[src/sv/scdec_pkg.sv]
// ----------------------------------------------------------------------------
// scdec_pkg
// shared types, key codes and translation tables for the scan-code decoder
// ----------------------------------------------------------------------------
package scdec_pkg;

    typedef logic [7:0] code_t;
    typedef logic [6:0] value_t;

    typedef enum logic [1:0] {
        EV_CHAR   = 2'd0,
        EV_SWITCH = 2'd1,
        EV_DEBUG  = 2'd2
    } event_kind_t;

    // input register contents handed to the decoder
    typedef struct packed {
        logic  valid;
        code_t code;
    } stage_t;

    // decoded result, hit is low when the code gives nothing
    typedef struct packed {
        logic        hit;
        event_kind_t kind;
        value_t      value;
    } result_t;

    localparam code_t KEY_RELEASE = 8'h80;
    localparam code_t KEY_ESC     = 8'h01;
    localparam code_t KEY_LSHIFT  = 8'd42;
    localparam code_t KEY_RSHIFT  = 8'd54;
    localparam code_t KEY_CONTROL = 8'h1d;
    localparam code_t KEY_ALT     = 8'h38;
    localparam code_t KEY_F1      = 8'h3b;
    localparam code_t KEY_F10     = 8'h44;
    localparam code_t TABLE_LIMIT = 8'd59;

    localparam value_t CHAR_LOWER_A = 7'h61;
    localparam value_t CHAR_LOWER_Z = 7'h7a;
    localparam value_t CTRL_OFFSET  = 7'h60;

    // tables padded to 64 entries so a 6-bit index is always in range
    localparam value_t PLAIN_MAP [64] = '{
        7'h20, 7'h1b, 7'h31, 7'h32, 7'h33, 7'h34, 7'h35, 7'h36,
        7'h37, 7'h38, 7'h39, 7'h30, 7'h2d, 7'h3d, 7'h08, 7'h09,
        7'h71, 7'h77, 7'h65, 7'h72, 7'h74, 7'h79, 7'h75, 7'h69,
        7'h6f, 7'h70, 7'h5b, 7'h5d, 7'h0a, 7'h20, 7'h61, 7'h73,
        7'h64, 7'h66, 7'h67, 7'h68, 7'h6a, 7'h6b, 7'h6c, 7'h3b,
        7'h27, 7'h60, 7'h20, 7'h5c, 7'h7a, 7'h78, 7'h63, 7'h76,
        7'h62, 7'h6e, 7'h6d, 7'h2c, 7'h2e, 7'h2f, 7'h20, 7'h20,
        7'h20, 7'h20, 7'h20, 7'h20, 7'h20, 7'h20, 7'h20, 7'h20
    };

    localparam value_t UPPER_MAP [64] = '{
        7'h20, 7'h1b, 7'h21, 7'h40, 7'h23, 7'h24, 7'h25, 7'h5e,
        7'h26, 7'h2a, 7'h28, 7'h29, 7'h5f, 7'h2b, 7'h20, 7'h20,
        7'h51, 7'h57, 7'h45, 7'h52, 7'h54, 7'h59, 7'h55, 7'h49,
        7'h4f, 7'h50, 7'h7b, 7'h7d, 7'h0a, 7'h20, 7'h41, 7'h53,
        7'h44, 7'h46, 7'h47, 7'h48, 7'h4a, 7'h4b, 7'h4c, 7'h3a,
        7'h22, 7'h7e, 7'h20, 7'h7c, 7'h5a, 7'h58, 7'h43, 7'h56,
        7'h42, 7'h4e, 7'h4d, 7'h3c, 7'h3e, 7'h3f, 7'h20, 7'h20,
        7'h20, 7'h20, 7'h20, 7'h20, 7'h20, 7'h20, 7'h20, 7'h20
    };

endpackage

[src/sv/scdec_code_if.sv]
// ----------------------------------------------------------------------------
// scdec_code_if
// scan-code request channel: valid, ready and one raw set-1 byte
// ----------------------------------------------------------------------------
interface scdec_code_if;
    import scdec_pkg::*;

    logic  valid;
    logic  ready;
    code_t scan_code;

    modport source (output valid, output scan_code, input ready);
    modport sink   (input valid, input scan_code, output ready);

endinterface

[src/sv/scdec_event_if.sv]
// ----------------------------------------------------------------------------
// scdec_event_if
// decoded event channel: valid, ready, event kind and value
// ----------------------------------------------------------------------------
interface scdec_event_if;
    import scdec_pkg::*;

    logic       valid;
    logic       ready;
    logic [1:0] event_kind;
    value_t     event_value;

    modport source (output valid, output event_kind, output event_value, input ready);
    modport sink   (input valid, input event_kind, input event_value, output ready);

endinterface

[src/sv/scancode_to_ascii_decoder_core.sv]
// ----------------------------------------------------------------------------
// scancode_to_ascii_decoder_core
// set-1 scan codes in, characters and console events out
// ----------------------------------------------------------------------------
// channel   dir   payload                          use
// keys      in    scan_code[7:0]                   one raw set-1 byte per request
// events    out   event_kind[1:0], event_value[6:0] char, console switch or debug
//
// one scan code per cycle sustained while events does not stall
// the path is input register, one decode pass, result register
// codes that give no result (modifiers, breaks, unmapped) are dropped
// rst_n clears both valid bits and the shift, control and alt flags
// a stall on events holds the result and backs up into keys only when full
// ----------------------------------------------------------------------------
module scancode_to_ascii_decoder_core (
    input  logic           clk,
    input  logic           rst_n,
    scdec_code_if.sink     keys,
    scdec_event_if.source  events
);
    import scdec_pkg::*;

    stage_t  stage;
    result_t res;
    logic    space;
    logic    take;

    assign take = stage.valid && space;

    scdec_in_reg u_in_reg (
        .clk   (clk),
        .rst_n (rst_n),
        .keys  (keys),
        .take  (take),
        .stage (stage)
    );

    scdec_decode u_decode (
        .clk   (clk),
        .rst_n (rst_n),
        .stage (stage),
        .take  (take),
        .res   (res)
    );

    scdec_out_reg u_out_reg (
        .clk    (clk),
        .rst_n  (rst_n),
        .res    (res),
        .load   (take),
        .space  (space),
        .events (events)
    );

endmodule

[src/sv/scdec_in_reg.sv]
// ----------------------------------------------------------------------------
// scdec_in_reg
// input register holding one scan code until the decoder takes it
// ----------------------------------------------------------------------------
module scdec_in_reg (
    input  logic               clk,
    input  logic               rst_n,
    scdec_code_if.sink         keys,
    input  logic               take,
    output scdec_pkg::stage_t  stage
);
    import scdec_pkg::*;

    logic  valid_reg;
    logic  valid_next;
    code_t code_reg;
    logic  accept;

    assign keys.ready = !valid_reg || take;
    assign accept     = keys.valid && keys.ready;

    always_comb
    begin
        if (accept)
        begin
            valid_next = 1'b1;
        end
        else if (take)
        begin
            valid_next = 1'b0;
        end
        else
        begin
            valid_next = valid_reg;
        end
    end

    always_ff @(posedge clk or negedge rst_n)
    begin
        if (!rst_n)
        begin
            valid_reg <= 1'b0;
        end
        else
        begin
            valid_reg <= valid_next;
        end
    end

    always_ff @(posedge clk)
    begin
        if (accept)
        begin
            code_reg <= keys.scan_code;
        end
    end

    assign stage.valid = valid_reg;
    assign stage.code  = code_reg;

endmodule

[src/sv/scdec_decode.sv]
// ----------------------------------------------------------------------------
// scdec_decode
// modifier flags and the single-pass translation of one scan code
// ----------------------------------------------------------------------------
module scdec_decode (
    input  logic               clk,
    input  logic               rst_n,
    input  scdec_pkg::stage_t  stage,
    input  logic               take,
    output scdec_pkg::result_t res
);
    import scdec_pkg::*;

    logic   shift_held_reg;
    logic   shift_held_next;
    logic   control_held_reg;
    logic   control_held_next;
    logic   alt_held_reg;
    logic   alt_held_next;
    code_t  code;
    value_t plain_ch;
    value_t upper_ch;

    assign code     = stage.code;
    assign plain_ch = PLAIN_MAP[code[5:0]];
    assign upper_ch = UPPER_MAP[code[5:0]];

    always_comb
    begin
        res               = '0;
        res.kind          = EV_CHAR;
        shift_held_next   = shift_held_reg;
        control_held_next = control_held_reg;
        alt_held_next     = alt_held_reg;

        priority if (alt_held_reg && code == KEY_ESC)
        begin
            res.hit       = 1'b1;
            res.kind      = EV_DEBUG;
            alt_held_next = 1'b0;
        end
        else if (code >= KEY_F1 && code <= KEY_F10)
        begin
            res.hit   = 1'b1;
            res.kind  = EV_SWITCH;
            res.value = code[6:0] - KEY_F1[6:0];
        end
        else if (code == KEY_ALT)
        begin
            alt_held_next = 1'b1;
        end
        else if (code == (KEY_ALT | KEY_RELEASE))
        begin
            alt_held_next = 1'b0;
        end
        else if (code == KEY_CONTROL)
        begin
            control_held_next = 1'b1;
        end
        else if (code == (KEY_CONTROL | KEY_RELEASE))
        begin
            control_held_next = 1'b0;
        end
        else if (code == KEY_LSHIFT || code == KEY_RSHIFT)
        begin
            shift_held_next = 1'b1;
        end
        else if (code == (KEY_LSHIFT | KEY_RELEASE) || code == (KEY_RSHIFT | KEY_RELEASE))
        begin
            shift_held_next = 1'b0;
        end
        else if ((code & KEY_RELEASE) != '0 || code >= TABLE_LIMIT)
        begin
            res.hit = 1'b0;
        end
        else if (control_held_reg)
        begin
            // only letters pass, as control codes 1 to 26
            if (plain_ch >= CHAR_LOWER_A && plain_ch <= CHAR_LOWER_Z)
            begin
                res.hit   = 1'b1;
                res.value = plain_ch - CTRL_OFFSET;
            end
        end
        else
        begin
            res.hit   = 1'b1;
            res.value = shift_held_reg ? upper_ch : plain_ch;
        end
    end

    always_ff @(posedge clk or negedge rst_n)
    begin
        if (!rst_n)
        begin
            shift_held_reg   <= 1'b0;
            control_held_reg <= 1'b0;
            alt_held_reg     <= 1'b0;
        end
        else if (take)
        begin
            shift_held_reg   <= shift_held_next;
            control_held_reg <= control_held_next;
            alt_held_reg     <= alt_held_next;
        end
    end

`ifndef SYNTHESIS
    a_debug_clears_alt: assert property (@(posedge clk) disable iff (!rst_n)
        (take && res.hit && res.kind == EV_DEBUG) |=> !alt_held_reg)
        else $error("debug request left alt held");

    a_switch_range: assert property (@(posedge clk) disable iff (!rst_n)
        (stage.valid && res.hit && res.kind == EV_SWITCH) |-> res.value <= 7'd9)
        else $error("console number out of range");

    a_ctrl_letter: assert property (@(posedge clk) disable iff (!rst_n)
        (stage.valid && res.hit && res.kind == EV_CHAR && control_held_reg)
        |-> (res.value >= 7'd1 && res.value <= 7'd26))
        else $error("control held but value is not a control code");

    a_shift_break: assert property (@(posedge clk) disable iff (!rst_n)
        (take && (code == (KEY_LSHIFT | KEY_RELEASE) || code == (KEY_RSHIFT | KEY_RELEASE)))
        |=> !shift_held_reg)
        else $error("shift break did not clear shift");
`endif

endmodule

[src/sv/scdec_out_reg.sv]
// ----------------------------------------------------------------------------
// scdec_out_reg
// result register driving the event channel
// ----------------------------------------------------------------------------
module scdec_out_reg (
    input  logic                clk,
    input  logic                rst_n,
    input  scdec_pkg::result_t  res,
    input  logic                load,
    output logic                space,
    scdec_event_if.source       events
);
    import scdec_pkg::*;

    logic        valid_reg;
    logic        valid_next;
    event_kind_t kind_reg;
    value_t      value_reg;

    assign space = !valid_reg || events.ready;

    always_comb
    begin
        if (load)
        begin
            valid_next = res.hit;
        end
        else if (events.ready)
        begin
            valid_next = 1'b0;
        end
        else
        begin
            valid_next = valid_reg;
        end
    end

    always_ff @(posedge clk or negedge rst_n)
    begin
        if (!rst_n)
        begin
            valid_reg <= 1'b0;
        end
        else
        begin
            valid_reg <= valid_next;
        end
    end

    always_ff @(posedge clk)
    begin
        if (load && res.hit)
        begin
            kind_reg  <= res.kind;
            value_reg <= res.value;
        end
    end

    assign events.valid       = valid_reg;
    assign events.event_kind  = kind_reg;
    assign events.event_value = value_reg;

endmodule
[src/flat_wrapper.sv]
// flat-port wrapper written by rule: the top's interface ports become plain ports
module scancode_to_ascii_decoder_core_flat import scdec_pkg::*;
  (clk, rst_n, keys_valid, keys_scan_code, keys_ready, events_valid, events_event_kind, events_event_value, events_ready);
  scdec_code_if keys_i ();
  scdec_event_if events_i ();
  input  logic clk;
  input  logic rst_n;
  input wire logic [$bits(keys_i.valid)-1:0] keys_valid;
  input wire logic [$bits(keys_i.scan_code)-1:0] keys_scan_code;
  output wire logic [$bits(keys_i.ready)-1:0] keys_ready;
  output wire logic [$bits(events_i.valid)-1:0] events_valid;
  output wire logic [$bits(events_i.event_kind)-1:0] events_event_kind;
  output wire logic [$bits(events_i.event_value)-1:0] events_event_value;
  input wire logic [$bits(events_i.ready)-1:0] events_ready;
  assign keys_i.valid = keys_valid;
  assign keys_i.scan_code = keys_scan_code;
  assign keys_ready = keys_i.ready;
  assign events_valid = events_i.valid;
  assign events_event_kind = events_i.event_kind;
  assign events_event_value = events_i.event_value;
  assign events_i.ready = events_ready;
  scancode_to_ascii_decoder_core u_core (.clk(clk), .rst_n(rst_n), .keys(keys_i), .events(events_i));
endmodule
[config.mk]
export PLATFORM = sky130hd
export DESIGN_NAME = scancode_to_ascii_decoder_core_flat
export DESIGN_NICKNAME = d
export VERILOG_FILES = /design/src/sv/scdec_pkg.sv /design/src/sv/scdec_code_if.sv /design/src/sv/scdec_event_if.sv /design/src/sv/scancode_to_ascii_decoder_core.sv /design/src/sv/scdec_in_reg.sv /design/src/sv/scdec_decode.sv /design/src/sv/scdec_out_reg.sv /design/src/flat_wrapper.sv
export SDC_FILE = /design/constraint.sdc
export NUM_CORES = 1
export LEC_CHECK = 0
export BUFFER_PORTS_ARGS = -buffer_cell sky130_fd_sc_hd__clkbuf_2
export CORE_ASPECT_RATIO = 1.2
export CORE_MARGIN = 8
export CORE_UTILIZATION = 45
export DETAILED_ROUTE_END_ITERATION = 8
export GPL_ROUTABILITY_DRIVEN = 1
export PLACE_DENSITY = 0.67
export SETUP_SLACK_MARGIN = 0.15
export SLEW_MARGIN = 0
export SYNTH_ARGS = -nofsm -noshare
export SYNTH_HDL_FRONTEND = slang
export SYNTH_SLANG_ARGS = --single-unit
[constraint.sdc]
create_clock -name clk -period 3.3 [get_ports clk]
set_input_delay 0.66 -clock clk [delete_from_list [all_inputs] [get_ports clk]]
set_output_delay 0.66 -clock clk [all_outputs]
set_load 0.03 [all_outputs]
==> results of run 1 <==
-- worst paths after layout --
path / startpoint / endpoint / slack [ps]
hold reg to reg: u_core.u_decode.alt_held_reg$_DFFE_PN0P_ / u_core.u_decode.alt_held_reg$_DFFE_PN0P_ / 530
min in group clk: u_core.u_decode.alt_held_reg$_DFFE_PN0P_ / u_core.u_decode.alt_held_reg$_DFFE_PN0P_ / 530
setup reg to reg: u_core.u_in_reg.code_reg[1]$_DFFE_PP_ / u_core.u_out_reg.events.event_value[0]$_SDFFCE_PP0P_ / 300
max in group asynchronous: rst_n / u_core.u_decode.control_held_reg$_DFFE_PN0P_ / 2960
hold / removal: rst_n / u_core.u_decode.alt_held_reg$_DFFE_PN0P_ / 200
setup / recovery: u_core.u_in_reg.code_reg[1]$_DFFE_PP_ / u_core.u_out_reg.events.event_value[0]$_SDFFCE_PP0P_ / 300
-- synthesized netlist by cell type, types with 4 or more instances --
cell type / instances
a21oi_1: 15
a311oi_1: 4
buf_2: 7
buf_6: 6
clkbuf_1: 9
dfrtp_1: 5
edfxtp_1: 17
ha_1: 12
inv_1: 9
mux2i_1: 8
nand2_1: 25
nand2b_1: 12
nand3_1: 14
nand3b_1: 4
nor2_1: 21
nor2b_1: 12
nor3_1: 9
nor3b_1: 4
o211ai_1: 7
o21ai_0: 19
o22ai_1: 4
-- area by class of cell --
type | count | area (um^2)
repair buffers | 36 | 240
clock buffers | 3 | 41.3
flip-flops and latches | 22 | 636
clock inverters | 1 | 30.0
inverters | 11 | 41.3
multi-input cells | 241 | 1640
well taps | 62 | 77.6
fillers | 491 | 2590
-- critical path, stage by stage (launching register included) --
cell and delay, ps:
edfxtp_1 350, buf_4 250, ha_1 290, inv_1 80, ha_1 250, nor2_1 110, a311oi_1 70, a2111oi_2 310
buf_4 190, nand2_1 50, a311o_1 340, a41oi_2 320, o2bb2ai_1 120
-- per-layer routing --
layer	vias to the layer above	routed length (um)
met3	25	458
met4	0	255
met1	1108	2850
met2	112	3050
met5	-	0
li1	1149	-
-- timing repair --
| action | CTS | global route |
|---|---|---|
| setup buffers | 0 | 1 |
| resized for setup | 0 | 2 |
| endpoints found under the hold margin | 0 | 0 |
| setup endpoints to repair | 0 | 14 |
-- cells by family (layout without fill, tap and decap cells) --
family / count (synthesis) / count (layout) / share of synthesized area, %
buffers and inverters: 37 / 51 / 8.27
AO/OA/AOI/OAI: 91 / 91 / 26.4
XOR/XNOR: 5 / 5 / 1.78
multiplexers: 13 / 13 / 5.99
AND/OR/NAND/NOR: 120 / 120 / 25.7
flip-flops: 22 / 22 / 25.8
adder cells (fa/ha/maj): 12 / 12 / 6.09
-- per-stage QoR --
stage	hold slack, ps	area, um^2
final	196	2700
after global routing	197	2700
after CTS	197	2690
after detailed placement	484	2620
after global placement	484	2620
after floorplan	364	2470
-- power breakdown --
group          internal (mW)  switching [mW]  leakage [nW]  total [mW]
registers              0.322          0.0215         0.221       0.344
clock network          0.162          0.0877        0.0357       0.250
logic                  0.135           0.207         0.801       0.342
total                  0.619           0.316          1.06       0.935
==> impl_metrics.json, run 1 <==
{
  "syn_area_um2": 2470,
  "finalWirelength_um": 6610,
  "grt_use_met3_pct": 3.36,
  "io_pins": 23,
  "grt_pass1_vias": 2275,
  "grt_util_all_layers_pct": 15.8,
  "mostFrequentLayoutCells": "nand2_1, clkbuf_2, nor2_1",
  "final_common_cell": "nand2_1",
  "met2_usage_pct": 25.0,
  "grt_overflow_total": 0,
  "place_inst": 371,
  "antenna_found_initial": 0,
  "drc": 0,
  "cts_hold_buf": 0,
  "fin_tns_setup_ps": 0,
  "power_density_nw_per_um2": 346,
  "rsz0062_at_grt": "yes",
  "cts_tree": "done",
  "synth_ff_type": "edfxtp_1",
  "routedWlPerCell_um": 17.6,
  "worstSetupEndpointType": "flop",
  "drv_slew": 0,
  "largest_reg_flops": 8,
  "final_core_util_pct": 51.0,
  "first_pass_iters": 5,
  "dieHeight_um": 97.1,
  "cap_violations": 0,
  "ys_seq_area_share_pct": 25.8,
  "grt_max_degree": 60,
  "synth_cell_types": 68,
  "synth.largest_area_cell": "edfxtp_1",
  "setup_violations": 0,
  "finalCritPeriodShare_pct": 90.8,
  "via_per_inst": 6.37,
  "power_uw": 935,
  "initial_core_util_pct": 46.6,
  "cp_max_fo": 18,
  "fin_nets": 339,
  "route.vias.total": 2394,
  "clk_latency_ps": 260,
  "maxSlewHeadroom_pct": 57.7,
  "grt_util_met1_pct": 19.7,
  "cts_buffers": 3,
  "dp_slack_ps": 288,
  "synth_top_area_share_pct": 20.7,
  "crit_required_ps": 3310,
  "grt_pass1_wl_um": 11000,
  "synth_warnings": 0,
  "cts_buffer_depth": 2,
  "synth.avg_cell_area_um2": 8.22,
  "worst_pin_slew_ps": 634,
  "drt_iter0_markers": 165,
  "core_area_um2": 5300,
  "final_layout_size_suffix_gt1_share_pct": 18.5,
  "clkTransAtPathRegs_ps": 80,
  "cellLeakagePower_nw": 1.06,
  "synth_edf_count": 17,
  "routabilityCongestion": 0.979,
  "reg2reg_depth": 12,
  "layoutNonFillerInstCount": 376,
  "synth-seq-cells": 22,
  "arrival_ps": 3010,
  "die_area_um2": 8120,
  "outcome": "completed",
  "cp-start-kind": "flop",
  "cts_root_buf": "clkbuf_8",
  "setup_ws_ps": 304,
  "period_needed_ps": 3000,
  "h-tree-depth": 1,
  "fp.dieW_um": 83.6,
  "busiest_layer": "met2",
  "io_buffers": 22,
  "worstHoldPathType": "in -> async",
  "synth_fp_nets": 324,
  "async_flop_share_pct": 22.7,
  "placement_rows": 29,
  "synth_area_leaders": "edfxtp_1, ha_1, dfrtp_1",
  "n_antenna_cell": 0,
  "syn_to_final_growth_pct": 9.64,
  "syn_inst": 300,
  "skew_ps": 3.41,
  "post-dp-hpwl_um": 4960,
  "hold_violations": 0,
  "path_class": "reg -> reg",
  "fmax_mhz": 334,
  "cts_sinks": 22,
  "peakVddDrop_uv": 320,
  "ant_nets": 0
}
(Power assumes the default switching activity.)
==> run 2, diff against run 1 <==
--- a/config.mk
+++ b/config.mk
@@ -8,10 +8,10 @@
 export BUFFER_PORTS_ARGS = -buffer_cell sky130_fd_sc_hd__clkbuf_2
 export CORE_ASPECT_RATIO = 1.2
 export CORE_MARGIN = 8
-export CORE_UTILIZATION = 45
+export CORE_UTILIZATION = 35
 export DETAILED_ROUTE_END_ITERATION = 8
 export GPL_ROUTABILITY_DRIVEN = 1
-export PLACE_DENSITY = 0.67
+export PLACE_DENSITY = 0.55
 export SETUP_SLACK_MARGIN = 0.15
 export SLEW_MARGIN = 0
 export SYNTH_ARGS = -nofsm -noshare
==> run 2 against run 1 <==
Effect of this change:
- critical path depth decreased by 3
- setup slack improved by 62 ps
- via count increased by 1.8%
- sequential power about the same
- register-to-register slack improved by 60 ps
- highest routed layer unchanged
- clock skew increased by 4.9 ps
- power increased by 2.6%
- flip-flop and latch count unchanged
==> impl_metrics.json, run 2 (synthesized netlist as in run 1, its figures left out) <==
{
  "arrival_ps": 2940,
  "routedWlPerCell_um": 17.7,
  "power_uw": 960,
  "cts_sinks": 22,
  "finalInstanceArea_um2": 2790,
  "drv_slew": 0,
  "fin_nets": 346,
  "cts_buffer_depth": 2,
  "io_pins": 23,
  "crit_required_ps": 3310,
  "maxSlewHeadroom_pct": 64.0,
  "worst_pin_slew_ps": 539,
  "io_buffers": 22,
  "route.vias.total": 2438,
  "initial_core_util_pct": 36.2,
  "grt_overflow_total": 0,
  "via_per_inst": 5.98,
  "reg2reg_depth": 9,
  "r2r_end": "u_core.u_out_reg.events.event_value[1]$_SDFFCE_PP0P_",
  "period_needed_ps": 2930,
  "path_class": "reg -> reg",
  "postCtsSetupBuffers": 0,
  "core_area_um2": 6810,
  "cts_root_buf": "clkbuf_8",
  "final_layout_size_suffix_gt1_share_pct": 19.6,
  "drt_iter0_markers": 298,
  "r2r_setup_slack_ps": 370,
  "cp_slowest_cell": "edfxtp_1",
  "clkTransAtPathRegs_ps": 90,
  "grt_util_all_layers_pct": 14.4,
  "antenna_found_initial": 0,
  "syn_to_final_growth_pct": 13.0,
  "fp.dieW_um": 92.6,
  "finalWirelength_um": 7200,
  "crit_family": "compound AO/OA/AOI/OAI gates",
  "nFillCells": 690,
  "layoutNonFillerInstCount": 408,
  "cts_hold_buf": 0,
  "cellLeakagePower_nw": 1.09,
  "hold_ws_ps": 184,
  "die_area_um2": 10000,
  "max_stage_delay_ps": 420,
  "fmax_mhz": 341,
  "mostFrequentLayoutCells": "nand2_1, clkbuf_2, nor2_1",
  "worstSetupEndpointType": "flop",
  "dp_slack_ps": 309,
  "outcome": "completed",
  "final_common_cell": "nand2_1",
  "largest_reg_flops": 8,
  "place_inst": 404,
  "cp-start-kind": "flop",
  "n_antenna_cell": 0,
  "finalCritPeriodShare_pct": 88.9,
  "fin_tns_setup_ps": 0,
  "grt_pass1_wl_um": 11700,
  "skew_ps": 8.31,
  "worstHoldPathType": "in -> async",
  "grt_pass1_vias": 2312,
  "clk_latency_ps": 270,
  "cp_max_fo": 48,
  "drc": 0,
  "dieHeight_um": 108,
  "placement_rows": 33,
  "r2r_start": "u_core.u_in_reg.code_reg[2]$_DFFE_PP_",
  "critical_path.cell_chain": "buf_12 -> inv_2 -> mux2_2 -> o31ai_1 -> inv_1 -> ha_1 -> a41o_1 -> a41oi_2 -> o21ai_1",
  "cts_buffers": 3,
  "power_density_nw_per_um2": 344,
  "setup_violations": 0,
  "final_core_util_pct": 40.9,
  "h-tree-depth": 1,
  "first_pass_iters": 5,
  "ant_nets": 0,
  "cap_violations": 0,
  "routabilityCongestion": 0.997,
  "hold_violations": 0,
  "setup_ws_ps": 366,
  "peakVddDrop_uv": 166,
  "path_buf_inv": 3,
  "dpl-instance-area_um2": 2710,
  "rsz0062_at_grt": "no",
  "post-dp-hpwl_um": 5520,
  "grt_max_degree": 49,
  "cts_tree": "done"
}
## run 2: worst max-delay path by stage
stage | start | to | depth (start not counted)
2_1_floorplan | u_core.u_in_reg.code_reg[0]$_DFFE_PP_ | u_core.u_out_reg.events.event_kind[0]$_SDFFCE_PP0P_ | 11
3_3_place_gp | u_core.u_in_reg.code_reg[2]$_DFFE_PP_ | u_core.u_out_reg.events.event_value[1]$_SDFFCE_PP0P_ | 9
3_5_place_dp | u_core.u_in_reg.code_reg[1]$_DFFE_PP_ | u_core.u_out_reg.events.event_value[2]$_SDFFCE_PP0P_ | 9
4_1_cts | u_core.u_in_reg.code_reg[0]$_DFFE_PP_ | u_core.u_out_reg.events.event_kind[0]$_SDFFCE_PP0P_ | 10
5_1_grt | u_core.u_in_reg.code_reg[1]$_DFFE_PP_ | u_core.u_out_reg.events.event_value[2]$_SDFFCE_PP0P_ | 9
6_report | u_core.u_in_reg.code_reg[2]$_DFFE_PP_ | u_core.u_out_reg.events.event_value[1]$_SDFFCE_PP0P_ | 9
## run 2: what timing repair did
item	in CTS	in global routing
endpoints found under the hold margin	0	0
endpoints found under the setup margin	0	10
resized for setup	0	1
## run 2: power by group
part	internal, mW	switching (mW)
logic	0.138	0.218
clock network	0.162	0.0991
registers	0.322	0.0196
## run 2: area by class of cell
class | count | area (um^2) | share of cell area (%)
inverter | 11 | 41.3 | 1.48
timing repair buffer | 43 | 293 | 10.5
tap | 87 | 109 | 3.90
multi-input combinational | 241 | 1640 | 58.8
clock inverter | 1 | 30.0 | 1.08
clock buffer | 3 | 41.3 | 1.48
sequential | 22 | 636 | 22.8
## run 2: metal layers
| layer | global-route usage, % | vias up | wire length, um |
|---|---|---|---|
| met5 | 0 | - | 0 |
| met4 | 6.11 | 0 | 295 |
| met3 | 2.36 | 31 | 418 |
| met2 | 24.2 | 107 | 3460 |
| met1 | 18.0 | 1146 | 3030 |
| li1 | - | 1154 | - |
